--- src/sv/sfc_pkg.sv ---
package sfc_pkg;

  // Field widths
  localparam int unsigned ByteW = 8;
  localparam int unsigned WordW = 16;
  localparam int unsigned TempW = 15;
  localparam int unsigned HumW  = 14;

  // CRC-8 check: polynomial x^8 + x^5 + x^4 + 1, zero seed, MSB first
  localparam logic [ByteW-1:0] CrcPoly = 8'h31;
  localparam logic [ByteW-1:0] CrcInit = 8'h00;

  // Conversion constants, all in hundredths
  localparam logic [TempW-1:0] TempSpan   = 15'd16500;
  localparam logic [TempW-1:0] TempOffset = 15'd4000;
  localparam logic [HumW-1:0]  HumSpan    = 14'd10000;

  // Product widths of word times span
  localparam int unsigned TempProdW = WordW + TempW;
  localparam int unsigned HumProdW  = WordW + HumW;

  // Stream payload widths
  localparam int unsigned InDataW  = 6 * ByteW;
  localparam int unsigned OutDataW = 32;
  localparam int unsigned OutUserW = 1;

  // One converted frame
  typedef struct packed {
    logic                    frame_bad;
    logic [HumW-1:0]         hum_centi;
    logic signed [TempW-1:0] temp_centi;
  } sfc_result_t;

  // One byte through the CRC-8 register, MSB first
  function automatic logic [ByteW-1:0] crc8_byte(input logic [ByteW-1:0] crc_in,
                                                 input logic [ByteW-1:0] data);
    logic [ByteW-1:0] c;
    c = crc_in ^ data;
    for (int b = 0; b < ByteW; b++) begin
      if (c[ByteW-1]) begin
        c = {c[ByteW-2:0], 1'b0} ^ CrcPoly;
      end else begin
        c = {c[ByteW-2:0], 1'b0};
      end
    end
    return c;
  endfunction

endpackage

--- src/sv/sfc_word_check.sv ---
module sfc_word_check import sfc_pkg::*; (
  input  logic [WordW-1:0] word_i,
  input  logic [ByteW-1:0] check_i,
  output logic             bad_o
);

  logic [ByteW-1:0] crc_hi;
  logic [ByteW-1:0] crc_full;

  // CRC over high byte, then low byte
  assign crc_hi   = crc8_byte(CrcInit, word_i[WordW-1:ByteW]);
  assign crc_full = crc8_byte(crc_hi, word_i[ByteW-1:0]);

  // A zero word passes the CRC but is never a valid reading
  assign bad_o = (crc_full != check_i) || (word_i == '0);

endmodule

--- src/sv/sfc_scale.sv ---
module sfc_scale import sfc_pkg::*; (
  input  logic [WordW-1:0] temp_word_i,
  input  logic [WordW-1:0] hum_word_i,
  input  logic             bad_i,
  output sfc_result_t      result_o
);

  logic [TempProdW-1:0] temp_prod;
  logic [TempProdW:0]   temp_sum;
  logic [TempW-1:0]     temp_quo;
  logic [HumProdW-1:0]  hum_prod;
  logic [HumProdW:0]    hum_sum;
  logic [HumW-1:0]      hum_quo;

  // Scale raw words by their spans
  assign temp_prod = TempProdW'(temp_word_i) * TempProdW'(TempSpan);
  assign hum_prod  = HumProdW'(hum_word_i) * HumProdW'(HumSpan);

  // floor(x / 65535) = (x + (x >> 16) + 1) >> 16 for quotients up to 65536
  assign temp_sum = (TempProdW+1)'(temp_prod) + (TempProdW+1)'(temp_prod[TempProdW-1:WordW])
                  + (TempProdW+1)'(1);
  assign hum_sum  = (HumProdW+1)'(hum_prod) + (HumProdW+1)'(hum_prod[HumProdW-1:WordW])
                  + (HumProdW+1)'(1);

  assign temp_quo = temp_sum[WordW+TempW-1:WordW];
  assign hum_quo  = hum_sum[WordW+HumW-1:WordW];

  // Bad frames report zero for both readings
  always_comb begin
    result_o.frame_bad = bad_i;
    if (bad_i) begin
      result_o.temp_centi = '0;
      result_o.hum_centi  = '0;
    end else begin
      result_o.temp_centi = $signed(temp_quo - TempOffset);
      result_o.hum_centi  = hum_quo;
    end
  end

endmodule

--- src/sv/sensor_frame_check_convert.sv ---
// Sensor frame check and convert. Each input transfer carries one six-byte
// frame (temperature word, its CRC-8 byte, humidity word, its CRC-8 byte);
// each output transfer carries temperature in hundredths of a degree
// (signed, -4000..12500), humidity in hundredths of a percent (0..10000) and
// a bad-frame flag on tuser, set when a CRC byte mismatches or a raw word is
// zero, in which case both readings are zero. A frame can be taken every
// cycle while the downstream side keeps tready high; its result is presented
// on the output from the result register, with the CRC checks and the
// constant-multiply conversion between the input register and the result
// register. Both registers advance whenever the output side is empty or
// being taken, so throughput is one frame per cycle as long as the
// downstream side keeps tready high.
module sensor_frame_check_convert import sfc_pkg::*; (
  input  logic                clk_i,
  input  logic                rst_ni,
  input  logic                s_axis_tvalid_i,
  output logic                s_axis_tready_o,
  // temp_high_byte, temp_low_byte, temp_check, hum_high_byte, hum_low_byte, hum_check
  input  logic [InDataW-1:0]  s_axis_tdata_i,
  output logic                m_axis_tvalid_o,
  input  logic                m_axis_tready_i,
  // temp_centi [14:0], hum_centi [28:15], zeros [31:29]
  output logic [OutDataW-1:0] m_axis_tdata_o,
  // frame_bad [0]
  output logic [OutUserW-1:0] m_axis_tuser_o
);

  logic               in_valid_q, in_valid_d;
  logic [InDataW-1:0] in_data_q;
  logic               out_valid_q, out_valid_d;
  sfc_result_t        out_res_q;
  logic               out_adv;
  logic               in_take;
  logic [WordW-1:0]   temp_word;
  logic [WordW-1:0]   hum_word;
  logic [ByteW-1:0]   temp_check;
  logic [ByteW-1:0]   hum_check;
  logic               temp_bad;
  logic               hum_bad;
  sfc_result_t        res;

  // Pipeline flow control
  assign out_adv         = !out_valid_q || m_axis_tready_i;
  assign s_axis_tready_o = !in_valid_q || out_adv;
  assign in_take         = s_axis_tvalid_i && s_axis_tready_o;
  assign in_valid_d      = in_take ? 1'b1 : (out_adv ? 1'b0 : in_valid_q);
  assign out_valid_d     = out_adv ? in_valid_q : out_valid_q;

  always_ff @(posedge clk_i or negedge rst_ni) begin
    if (!rst_ni) begin
      in_valid_q  <= 1'b0;
      out_valid_q <= 1'b0;
    end else begin
      in_valid_q  <= in_valid_d;
      out_valid_q <= out_valid_d;
    end
  end

  // Input register
  always_ff @(posedge clk_i) begin
    if (in_take) begin
      in_data_q <= s_axis_tdata_i;
    end
  end

  // Frame unpacking
  assign temp_word  = {in_data_q[0*ByteW +: ByteW], in_data_q[1*ByteW +: ByteW]};
  assign temp_check = in_data_q[2*ByteW +: ByteW];
  assign hum_word   = {in_data_q[3*ByteW +: ByteW], in_data_q[4*ByteW +: ByteW]};
  assign hum_check  = in_data_q[5*ByteW +: ByteW];

  sfc_word_check u_temp_check (
    .word_i  (temp_word),
    .check_i (temp_check),
    .bad_o   (temp_bad)
  );

  sfc_word_check u_hum_check (
    .word_i  (hum_word),
    .check_i (hum_check),
    .bad_o   (hum_bad)
  );

  sfc_scale u_scale (
    .temp_word_i (temp_word),
    .hum_word_i  (hum_word),
    .bad_i       (temp_bad || hum_bad),
    .result_o    (res)
  );

  // Result register
  always_ff @(posedge clk_i) begin
    if (out_adv && in_valid_q) begin
      out_res_q <= res;
    end
  end

  assign m_axis_tvalid_o = out_valid_q;
  assign m_axis_tdata_o  = {(OutDataW-TempW-HumW)'(0), out_res_q.hum_centi,
                            out_res_q.temp_centi};
  assign m_axis_tuser_o  = out_res_q.frame_bad;

endmodule

--- config.mk ---
export PLATFORM = sky130hd
export DESIGN_NAME = sensor_frame_check_convert
export DESIGN_NICKNAME = d
export VERILOG_FILES = /design/src/sv/sfc_pkg.sv /design/src/sv/sfc_word_check.sv /design/src/sv/sfc_scale.sv /design/src/sv/sensor_frame_check_convert.sv
export SDC_FILE = /design/constraint.sdc
export NUM_CORES = 1
export LEC_CHECK = 0
export BUFFER_PORTS_ARGS = -buffer_cell sky130_fd_sc_hd__buf_4
export CORE_MARGIN = 1
export CORE_UTILIZATION = 45
export CTS_BUF_LIST = sky130_fd_sc_hd__clkbuf_2 sky130_fd_sc_hd__clkbuf_4 sky130_fd_sc_hd__clkbuf_8
export CTS_CLUSTER_DIAMETER = 80
export DETAILED_ROUTE_END_ITERATION = 12
export GPL_TIMING_DRIVEN = 0
export PLACE_DENSITY_LB_ADDON = 0.1
export SLEW_MARGIN = 20
export SYNTH_ARGS = -nofsm -noshare
export SYNTH_HDL_FRONTEND = slang
export SYNTH_SLANG_ARGS = --single-unit
export TNS_END_PERCENT = 50
--- constraint.sdc ---
create_clock -name clk_i -period 12.24 [get_ports clk_i]
set_input_delay 3.672 -clock clk_i [delete_from_list [all_inputs] [get_ports clk_i]]
set_output_delay 3.672 -clock clk_i [all_outputs]
set_load 0.005 [all_outputs]
## After elaboration in Yosys (flattened, before gate mapping)

Index checks and enable logic that the tools add are counted.

- Add/subtract/negate cells: 5
- $mul: 2
- Equality and inequality tests: 2
- Multiplexer cells: 34
- Bitwise gates (word level): 34
- Reduce and logical (&&, ||, !) cells: 12

Operators with widths:

| kind | count |
|---|---|
| 2-to-1 mux 6 bit | 32 |
| inverter 3 bit | 32 |
| logical NOT 16 bit | 2 |
| adder 31 x 1 -> 31 bit, second input constant | 1 |
| adder 31 x 15 -> 31 bit | 1 |
| adder 30 x 1 -> 30 bit, second input constant | 1 |
| adder 30 x 14 -> 30 bit | 1 |
| multiplier 16 x 13 -> 29 bit, second input constant | 1 |
| multiplier 16 x 10 -> 26 bit, second input constant | 1 |
| inequality test 8 bit | 2 |
| bitwise XOR 8 bit | 2 |
| subtractor 15 x 12 -> 15 bit, second input constant | 1 |
| logical OR 1 bit | 5 |
| logical AND 1 bit | 2 |
| logical NOT 1 bit | 2 |
| 2-to-1 mux 1 bit | 2 |
| nonzero test 2 bit | 1 |

- Flip-flop bits (word level): 80
- Bits of input ports: 52
- Logic and storage cells: 95

## Longest topological paths before layout

Gate-level depths: netlist (run 1).

- Depth in word-level cells: 36
- Depth in mapped cells: 33

## Cells and area by module

A second synthesis (run 1) with hierarchy kept.

- Cells, all modules: 1066
- Area, all modules: 10516.3 µm²

By module, submodules not included:

| module | times used | cells an instance | area each (µm²) | seq. area each (µm²) |
|---|---|---|---|---|
| sfc_scale | 1 | 873 | 6979.2 | 0.0 |
| sensor_frame_check_convert | 1 | 91 | 2478.6 | 2392.3 |
| sfc_word_check | 2 | 51 | 529.3 | 0.0 |

## Worst setup path before layout (run 1)

No wires, ideal clock.

- Kind: register to register
- From: register in_data_q[6]
- To: register out_res_q, in the netlist m_axis_tdata_o[13] (data pin)
- Arrival: 7.306 ns
- Setup slack: 4.664 ns
- Cell stages (with the launch flop): 32
- Period minus slack after synthesis: 7.576 ns
- Cells stage by stage: edfxtp_1 -> clkbuf_1 -> inv_1 -> ha_1 -> ha_1 -> ha_1 -> fa_1 -> inv_1 -> fa_1 -> inv_1 -> ha_1 -> a21o_1 -> a221o_2 -> or3_1 -> o21a_1 -> a21oi_1 -> nor2b_1 -> xnor2_1 -> inv_1 -> ha_1 -> nand3_1 -> nor2_1 -> nand4_1 -> a311o_1 -> o2111ai_2 -> o2111ai_2 -> a2111oi_2 -> xnor2_1 -> o2111ai_1 -> o31ai_2 -> or2_1 -> a21oi_1

- Cells in the longest elaborated chain, start to end: 20
- Elaborated cells on any way between the ends: 35

RTL lines:

| item | RTL line | source |
|---|---|---|
| start: declaration | sensor_frame_check_convert.sv:29 | `logic [InDataW-1:0] in_data_q;` |
| start signal: assignment | sensor_frame_check_convert.sv:62 | `in_data_q <= s_axis_tdata_i;` |
| parallel branches: the longest is 20 deep, another holds adder 31 x 15 -> 31 bit | - |  |
| end signal: assignment | sensor_frame_check_convert.sv:94 | `out_res_q <= res;` |
| end: declaration | sensor_frame_check_convert.sv:31 | `sfc_result_t out_res_q;` |

Several ways; the timed one is not identified.
A chain may end at the register's enable or synchronous reset.

## Worst setup path in the final report (run 1)

Same ends and word-level chain as after synthesis.

==> metrics, run 1 <==
outcome=finished clean; crit path from=in_data_q[6]$_DFFE_PP_; CP Max Fanout=8; # H-tree levels=3; clock tree buffer depth=2; mapped cell area=0.0110 sq mm; # DRC=0; Final ANT Viol Nets=0; DRT Wirelength=23.7 mm; Worst Tran Pin Value=0.962 ns; Routed wire per std cell=15.1 um; top post-synthesis cells by area=edfxtp_1 21%, ha_1 21%, fa_1 13%, inv_1 8.2%, xnor2_1 6.8%; vias in the first global route=7631; yosys synthesis warning count=0; RR Startpoint=in_data_q[6]$_DFFE_PP_; Hold WC Path Type=reg -> reg; # clock sinks=80; area growth from synthesis to layout=11.6%; number of CTS-inserted buffers=9; area leader, netlist=edfxtp_1; Slew Viols, Final=0; DP Wirelength=20.2 mm; fill cell count=2317; DIE AREA=0.0250 sq mm; post-synthesis sequential area ratio=21.8%; Hold-fix buffers, CTS=0; DR vias=8110; global-route wire length before repair=38.6 mm; vias per cell=5.15; share of synthesized registers carrying an async set or reset=2.50%; # setup viols final=0; Tmin final=9.04 ns; die height=158 um; # diodes=0; Clk Latency, worst-skew pair=0.37 ns; Main synth FF type=edfxtp_1; setup TNS=0 ns; Core ar.=0.0237 sq mm; Max Clk Rate=111 MHz; DR iter-0 viols=386; slowest CP cell=fa_1; Max Cap Viol=0; Final Skew=0.0213 ns; setup bufs post-CTS=0; Pre-Repair DR Iteration Count=5; Worst EP required=12.35 ns; WS Path Type=reg -> reg; nets=1555; hold endpoint=m_axis_tvalid_o$_DFFE_PN0P_; Worst path max stage delay=0.52 ns; die width=158 um; RSZ-0062 raised after global routing=false; Worst-path clk slew=0.10 ns; initial antenna violation count=0; Critical Path AT=9.15 ns; CP dominant cell by count=ha_1; Clk Tree Root Cell=clkbuf_8; syn_area_per_cell=9.53 sq um; Max IR drop VDD=101 uV; hold path start=in_valid_q$_DFFE_PN0P_; largest net degree at the start of global routing=31; Crit. End Element=flop; Synth top area share=21.3%; CP startpoint kind=flop; number of flops mapped to enable cells by yosys=78; CTS tree=built; row cnt=56; flops & latches, synth=80; worst hold path depth=1; PwrDens=253 mW/mm^2; Overall Power=3110 uW; gr usage total=19.8%; # IOs=87; leak pwr=0.00579 uW; crit share post-route=73.9%; RePlAce Congestion=0.862; cts repair resizes=0; Mapped Cells=1153; grt ovf=0; Cell variety after synth=95; layout cells sized above 1=12.0%; Starting Density=46.4%; FF-to-FF path depth=31; Critical R2R Capture=m_axis_tdata_o[13]$_SDFFCE_PP0P_; final count of hold timing violations=0; setup slack, reg-to-reg=3.20 ns; PortBufs=83; Rel. slew slack=35.0%
-- registers in the layout (all words and copies together), names as in the netlist --
register / count
in_valid_q: 1
m_axis_tuser_o: 1
m_axis_tvalid_o: 1
in_data_q: 48
m_axis_tdata_o: 29
-- per-layer routing --
metal / up-vias / part of all wire [%] / global-route usage (%)
met3: 10 / 4.0 / 2.91
li1: 4124 / - / -
met1: 3816 / 53 / 30.0
met5: - / 0 / 0
met4: 0 / 0.73 / 3.43
met2: 160 / 43 / 30.0
-- layout make-up --
class / instances / area [sq um] / share of cell area (%)
clock buffers: 9 / 124 / 1.01
clock inverters: 7 / 86.3 / 0.704
plain buffers: 17 / 78.8 / 0.643
well taps: 319 / 399 / 3.26
flip-flops and latches: 80 / 2390 / 19.5
inverters: 239 / 897 / 7.32
repair buffers: 84 / 651 / 5.31
multi-input cells: 819 / 7630 / 62.2
-- power by group --
part | leakage (uW) | internal [uW] | total [uW] | switching [uW]
Combinational | 0.00490 | 1020 | 2550 | 1530
Sequential | 0.000782 | 320 | 346 | 25.4
Clock | 0.000104 | 98.8 | 210 | 111
-- worst max-delay path: cells and delay by family, from the launching register on --
family / cells / cell delay, ns
adder cells (fa/ha/maj): 7 / 2.79
AO/OA/AOI/OAI: 11 / 2.75
buffers and inverters: 5 / 1.11
AND/OR/NAND/NOR: 6 / 1.01
XOR/XNOR: 2 / 0.63
flip-flops: 1 / 0.46
-- cell families (layout without fill, tap and decap cells) --
family	count (synthesis)	after routing	synth area share [%]
multiplexers	4	4	0.376
AO/OA/AOI/OAI	195	195	13.7
buffers and inverters	256	356	8.88
other	1	3	0.0341
AND/OR/NAND/NOR	243	243	11.8
adder cells (fa/ha/maj)	253	253	33.6
flip-flops	80	80	21.8
XOR/XNOR	121	121	9.78
-- layout by cell type, fill, tap and decap left out, types with 8 or more instances in the layout --
cell type,count
o211ai_1,15
xnor2_1,85
inv_1,239
nand2b_1,10
xor2_1,34
nor2b_1,9
nor3_1,12
edfxtp_1,78
clkbuf_1,10
o21ai_0,19
buf_4,86
a31oi_1,8
clkbuf_8,9
ha_1,183
nand3_1,22
fa_1,70
o21a_1,14
nand2_1,42
nor2_1,72
a21o_1,21
a21oi_1,36
nand4_1,16
-- synthesized netlist by cell type (all sizes together), types with 3 or more instances --
cell type / n
a2111oi: 5
a211oi: 10
a21o: 21
a21oi: 38
a221oi: 3
a31o: 4
a31oi: 9
and2: 8
and3: 4
and4: 6
buf: 7
clkbuf: 10
edfxtp: 78
fa: 70
ha: 183
inv: 239
mux2i: 3
nand2: 42
nand2b: 10
nand3: 23
nand4: 18
nand4b: 5
nor2: 74
nor2b: 10
nor3: 15
nor4: 3
nor4b: 3
o2111ai: 9
o211ai: 15
o21a: 14
o21ai: 24
o21bai: 6
o22ai: 3
o311ai: 4
o31ai: 6
or2: 5
or3: 6
xnor2: 85
xor2: 36
-- how the worst max path moves through the flow --
stage / end / slack [ns] / cells past startpoint
floorplan: m_axis_tdata_o[13]$_SDFFCE_PP0P_ / 4.66 / 31
CTS: m_axis_tdata_o[13]$_SDFFCE_PP0P_ / 3.21 / 31
global placement: m_axis_tdata_o[13]$_SDFFCE_PP0P_ / 3.27 / 31
finish: m_axis_tdata_o[13]$_SDFFCE_PP0P_ / 3.20 / 31
detailed placement: m_axis_tdata_o[13]$_SDFFCE_PP0P_ / 3.20 / 31
global route: m_axis_tdata_o[12]$_SDFFCE_PP0P_ / 2.64 / 30
-- per-stage QoR --
| step | instance area (sq um) | cells | setup WS, ns | utilization, % | hold slack, ns |
|---|---|---|---|---|---|
| floorplan | 11000 | 1155 | 4.66 | - | 0.449 |
| global placement | 12000 | 1557 | 3.27 | 50.7 | 0.462 |
| detailed placement | 12000 | 1558 | 3.20 | 50.9 | 0.475 |
| CTS | 12300 | 1574 | 3.21 | 51.8 | 0.509 |
| global route | 12300 | 1574 | 2.64 | 51.8 | 0.546 |
| finish | 12300 | 1574 | 3.20 | 51.8 | 0.518 |
No activity file was read; power rests on OpenSTA's default activity.
==> inputs of run 2 (changes only) <==
clock period = 8.52 ns   (was 12.24 ns; I/O delays follow)
==> metrics, run 2 (synthesis gave the netlist of run 1 again) <==
Critical Path AT=8.34 ns; # IOs=87; row cnt=56; Multi-input gate area=0.00776 sq mm; Gate power share=82.7%; DR vias=8152; DR iter-0 viols=399; slowest CP cell=edfxtp_1; Largest register FFs=48; Final ANT Viol Nets=0; leak pwr=0.00587 uW; DP Wirelength=20.2 mm; CP Max Fanout=7; global-route wire length before repair=38.6 mm; Routed wire per std cell=15.1 um; crit share post-route=95.3%; layout cells sized above 1=13.8%; DRT Wirelength=24.0 mm; dpl ws=-0.520 ns; Max Clk Rate=123 MHz; fill cell count=2292; Worst path max stage delay=0.56 ns; Largest Register=in_data_q; placed cell area=0.0120 sq mm; largest net degree at the start of global routing=31; Clk Latency, worst-skew pair=0.37 ns; Clk Tree Root Cell=clkbuf_8; nets=1565; # setup viols final=0; vias in the first global route=7627; final core utilization=52.7%; # diodes=0; DIE AREA=0.0250 sq mm; Overall Power=4610 uW; Rel. slew slack=41.6%; total net switching power=2470 uW; Hold-fix buffers, CTS=0; PortBufs=83; vias per cell=5.15; area growth from synthesis to layout=13.5%; clock tree buffer depth=2; gr usage total=19.9%; highest metal layer with signal wires=met4; grt ovf=0; WS Path Type=reg -> reg; final count of hold timing violations=0; number of CTS-inserted buffers=9; commonest non-fill, non-tap cell in the layout=inv_1; Hold WC Path Type=reg -> reg; Tmin final=8.12 ns; CP dominant cell by count=ha_1; routed wl met2=10.3 mm; CTS tree=built; Int Pwr=2130 uW; die height=158 um; Worst-path clk slew=0.10 ns; PwrDens=370 mW/mm^2; # DRC=0; Crit. End Element=flop; die width=158 um; DRT met1 WL=12.6 mm; Sw Ratio=53.7%; # H-tree levels=3; CP startpoint kind=flop; Core ar.=0.0237 sq mm; initial antenna violation count=0; Final Skew=0.0216 ns; met3 wire length=897 um; sequential power share=10.8%; Slew Viols, Final=0; final instance area=0.0125 sq mm; Max Cap Viol=0; clock share of power=6.5%; Pre-Repair DR Iteration Count=5; Starting Density=46.4%; RePlAce Congestion=0.862; most frequent cells in the layout=237 x inv_1, 182 x ha_1, 98 x buf_4; Worst Tran Pin Value=0.862 ns; outcome=finished clean; Reg area=0.00239 sq mm; Max IR drop VDD=148 uV; Worst EP required=8.74 ns; Worst Slack Setup Final=0.401 ns; # clock sinks=80
==> run 2: cell types whose count changed in the layout (fill, tap and decap cells not counted), moves of 2 or more <==
cell,previous run,this run
xnor2_2,0,4
inv_1,239,237
o31ai_4,1,3
buf_4,86,98
a21oi_4,0,2
o31ai_2,3,1
xnor2_1,85,81
clkbuf_1,10,8
==> run 2: final timing paths <==
check / endpoint / depth (start not counted) / slack [ns] / startpoint
worst max-delay path: m_axis_tdata_o[12]$_SDFFCE_PP0P_ / 29 / 0.40 / in_data_q[4]$_DFFE_PP_
worst min-delay path: m_axis_tvalid_o$_DFFE_PN0P_ / 1 / 0.52 / in_valid_q$_DFFE_PN0P_
worst max register to register: m_axis_tdata_o[12]$_SDFFCE_PP0P_ / 29 / 0.40 / in_data_q[4]$_DFFE_PP_
worst min register to register: m_axis_tvalid_o$_DFFE_PN0P_ / 1 / 0.52 / in_valid_q$_DFFE_PN0P_
max in group asynchronous: m_axis_tvalid_o$_DFFE_PN0P_ / 1 / 6.48 / rst_ni
min in group asynchronous: in_valid_q$_DFFE_PN0P_ / 1 / 1.95 / rst_ni
==> run 2: cell type report <==
class                           instances  area share [%]
Multi-Input combinational cell        819            62.2
Sequential cell                        80            19.2
Inverter                              239            7.22
Timing Repair Buffer                   94            5.82
Tap cell                              319            3.20
Clock buffer                            9           0.993
Clock inverter                          7           0.692
Buffer                                 17           0.692
==> run 2: metrics by stage <==
step,TNS [ns],cells,hold WS (ns)
after global placement,-2.07,1557,0.462
after detailed placement,-2.56,1558,0.475
after CTS,0,1576,0.509
after global routing,-0.0257,1584,0.546
after floorplan,0,1155,0.449
final,0,1584,0.517
==> run 2: per-layer routing <==
| metal | up-vias | GRT usage (%) |
|---|---|---|
| li1 | 4148 | - |
| met1 | 3852 | 30.1 |
| met2 | 139 | 30.1 |
| met3 | 13 | 2.91 |
| met4 | 0 | 3.43 |
| met5 | - | 0 |
==> run 2: critical path: cells and delay by family (launching register included) <==
kind                     cells  cell delay (ns)
adder cells (fa/ha/maj)      7             2.67
AO/OA/AOI/OAI               10             2.43
AND/OR/NAND/NOR              6             1.40
flip-flops                   1             0.56
XOR/XNOR                     2             0.51
buffers and inverters        4             0.41
==> run 2: what timing repair did <==
| action | in CTS | in global routing |
|---|---|---|
| buffers inserted | 2 | 8 |
| pin swaps | 0 | 6 |
| resized for setup | 3 | 25 |
| endpoints found under the setup margin | 7 | 10 |
==> run 2: power groups by stage <==
stage               sequential, uW  clock [uW]  combinational, uW
floorplan                      493           0               2870
global placement               508           0               3600
detailed placement             506           0               3640
CTS                            497         312               3670
global route                   500         328               4270
finish                         496         301               3810
==> inputs of run 3 (changes only) <==
ABC_AREA = 1   (was unset)
==> metrics, run 3 <==
number of CTS-inserted buffers=9; RePlAce Congestion=0.942; setup TNS=0 ns; Worst Tran Pin Value=0.674 ns; RSZ-0062 raised after global routing=false; Clk Latency, worst-skew pair=0.37 ns; cts repair resizes=0; fill cell count=2593; Routed wire per std cell=13.6 um; Cell variety after synth=47; crit share post-route=85.4%; DIE AREA=0.0264 sq mm; area leader, netlist=edfxtp_1; setup bufs post-CTS=0; Worst Setup EP=m_axis_tdata_o[10]$_SDFFCE_PP0P_; # IOs=87; Synth Area in XOR/XNOR=7.89%; die height=163 um; setup slack, reg-to-reg=1.24 ns; Final Skew=0.0186 ns; Largest Register=in_data_q; Rel. slew slack=54.7%; Max Cap Viol=0; grt ovf=0; # H-tree levels=3; Worst EP required=8.64 ns; syn_area_per_cell=7.71 sq um; PortBufs=83; Final ANT Viol Nets=0; Hold-fix buffers, CTS=0; layout cells sized above 1=9.26%; # DRC=0; largest net degree at the start of global routing=38; Max Clk Rate=137 MHz; Pre-Repair DR Iteration Count=5; most frequent cells after synthesis=364 x inv_1, 312 x nand2_1, 183 x ha_1; outcome=finished clean; crit path from=in_data_q[3]$_DFFE_PP_; CP dominant cell by count=nand2_1; gr usage total=21.0%; clock tree buffer depth=2; Critical Path AT=7.40 ns; DRT Wirelength=26.4 mm; count leader, synth=inv_1; CP startpoint kind=flop; Hold WC Path Type=reg -> reg; yosys synthesis warning count=0; DP Wirelength=22.8 mm; RR Startpoint=in_data_q[3]$_DFFE_PP_; # diodes=0; row cnt=58; Crit. End Element=flop; Worst-path clk slew=0.09 ns; slowest CP cell=edfxtp_1; Mapped Cells=1506; WS Path Type=reg -> reg; initial antenna violation count=1; Starting Density=46.0%; CTS tree=built; Largest register FFs=48; simple logic cell fraction of the synthesized area=21.0%; nets=1909; die width=163 um; vias in the first global route=8884; CP Max Fanout=10; top post-synthesis cells by area=edfxtp_1 20%, ha_1 20%, fa_1 12%, inv_1 12%, nand2_1 10%; DR iter-0 viols=424; adder and majority gate portion of the synthesized area=31.8%; mapped cell area=0.0116 sq mm; multiplexer share of the synthesized area=0%; number of flops mapped to enable cells by yosys=78; Compound-Gate Fraction of Synth Area=6.40%; Synth top area share=20.2%; post-synthesis sequential area ratio=20.6%; # clock sinks=80; Clk Tree Root Cell=clkbuf_8; global-route wire length before repair=43.8 mm; largest family of logic cells by synthesized area=adder cells; flops & latches, synth=80; final count of hold timing violations=0; Critical R2R Capture=m_axis_tdata_o[10]$_SDFFCE_PP0P_; Tmin final=7.28 ns; vias per cell=4.80; Worst path max stage delay=0.65 ns; # setup viols final=0; DR vias=9311; commonest non-fill, non-tap cell in the layout=inv_1; Main synth FF type=edfxtp_1; area growth from synthesis to layout=11.0%; share of synthesized registers carrying an async set or reset=2.50%; most frequent cells in the layout=363 x inv_1, 312 x nand2_1, 183 x ha_1; final core utilization=51.1%; FF-to-FF path depth=32; Slew Viols, Final=0; Core ar.=0.0253 sq mm
==> run 3: changes by cell type in the layout (fill, tap and decap cells not counted), moves of 16 or more <==
cell     delta
o21ai_0    +16
a21oi_1    +26
a21o_1     -19
xnor2_1    -52
xor2_1     +26
inv_1     +126
nor2_1     +45
nand2_1   +270
nand3_1    +42
==> run 3: worst min path at each step <==
stage | from | to | cells past startpoint
2_1_floorplan | in_valid_q$_DFFE_PN0P_ | m_axis_tvalid_o$_DFFE_PN0P_ | 2
3_3_place_gp | in_valid_q$_DFFE_PN0P_ | m_axis_tvalid_o$_DFFE_PN0P_ | 2
3_5_place_dp | in_valid_q$_DFFE_PN0P_ | m_axis_tvalid_o$_DFFE_PN0P_ | 2
4_1_cts | in_valid_q$_DFFE_PN0P_ | m_axis_tvalid_o$_DFFE_PN0P_ | 2
5_1_grt | in_valid_q$_DFFE_PN0P_ | m_axis_tvalid_o$_DFFE_PN0P_ | 2
6_report | in_valid_q$_DFFE_PN0P_ | m_axis_tvalid_o$_DFFE_PN0P_ | 2
==> run 3: kinds of logic after synthesis <==
kind of cell,Yosys count
xor gates and xnor gates,96
adders and majority gates,253
DFF,80
AOI/OAI and AO/OA,129
buffers and inverters,372
and+or+nand+nor,575
other,1
==> run 3: stage by stage <==
stage	instance area (sq um)	hold slack, ns	setup slack (ns)	instances
global route	12900	0.562	0.710	1939
finish	12900	0.522	1.24	1939
CTS	12900	0.526	1.31	1939
floorplan	11600	0.447	2.38	1508
global placement	12700	0.460	1.35	1921
detailed placement	12700	0.503	1.36	1923
==> run 3: final cells by class <==
type	instances	area [sq um]	area share, %
clock buffer	9	124	0.961
sequential	80	2390	18.6
timing repair buffer	85	671	5.20
clock inverter	7	55.1	0.427
inverter	367	1380	10.7
multi-input combinational	1056	7810	60.6
buffer	5	48.8	0.378
tap	330	413	3.20
==> run 3: layer usage <==
layer	wire length, um	part of all wire, %	GRT usage [%]	vias up
li1	-	-	-	4906
met1	13400	51	30.7	4190
met2	11400	43	33.0	188
met3	1050	4.0	2.22	27
met4	515	2.0	4.93	0
met5	0	0	0	-
==> run 3: worst max-delay path: cells and delay by family, from the launching register on <==
family	cells	cell delay, ns
xor+xnor	1	0.54
compound gates	7	1.22
buf+inv	5	0.39
fa+ha+maj	7	2.93
simple gates	12	1.26
flops	1	0.65
Power of run 3 is left out: the tool's default activity adds up to more than one toggle a clock period on the data nets, which glitch-free logic cannot reach.
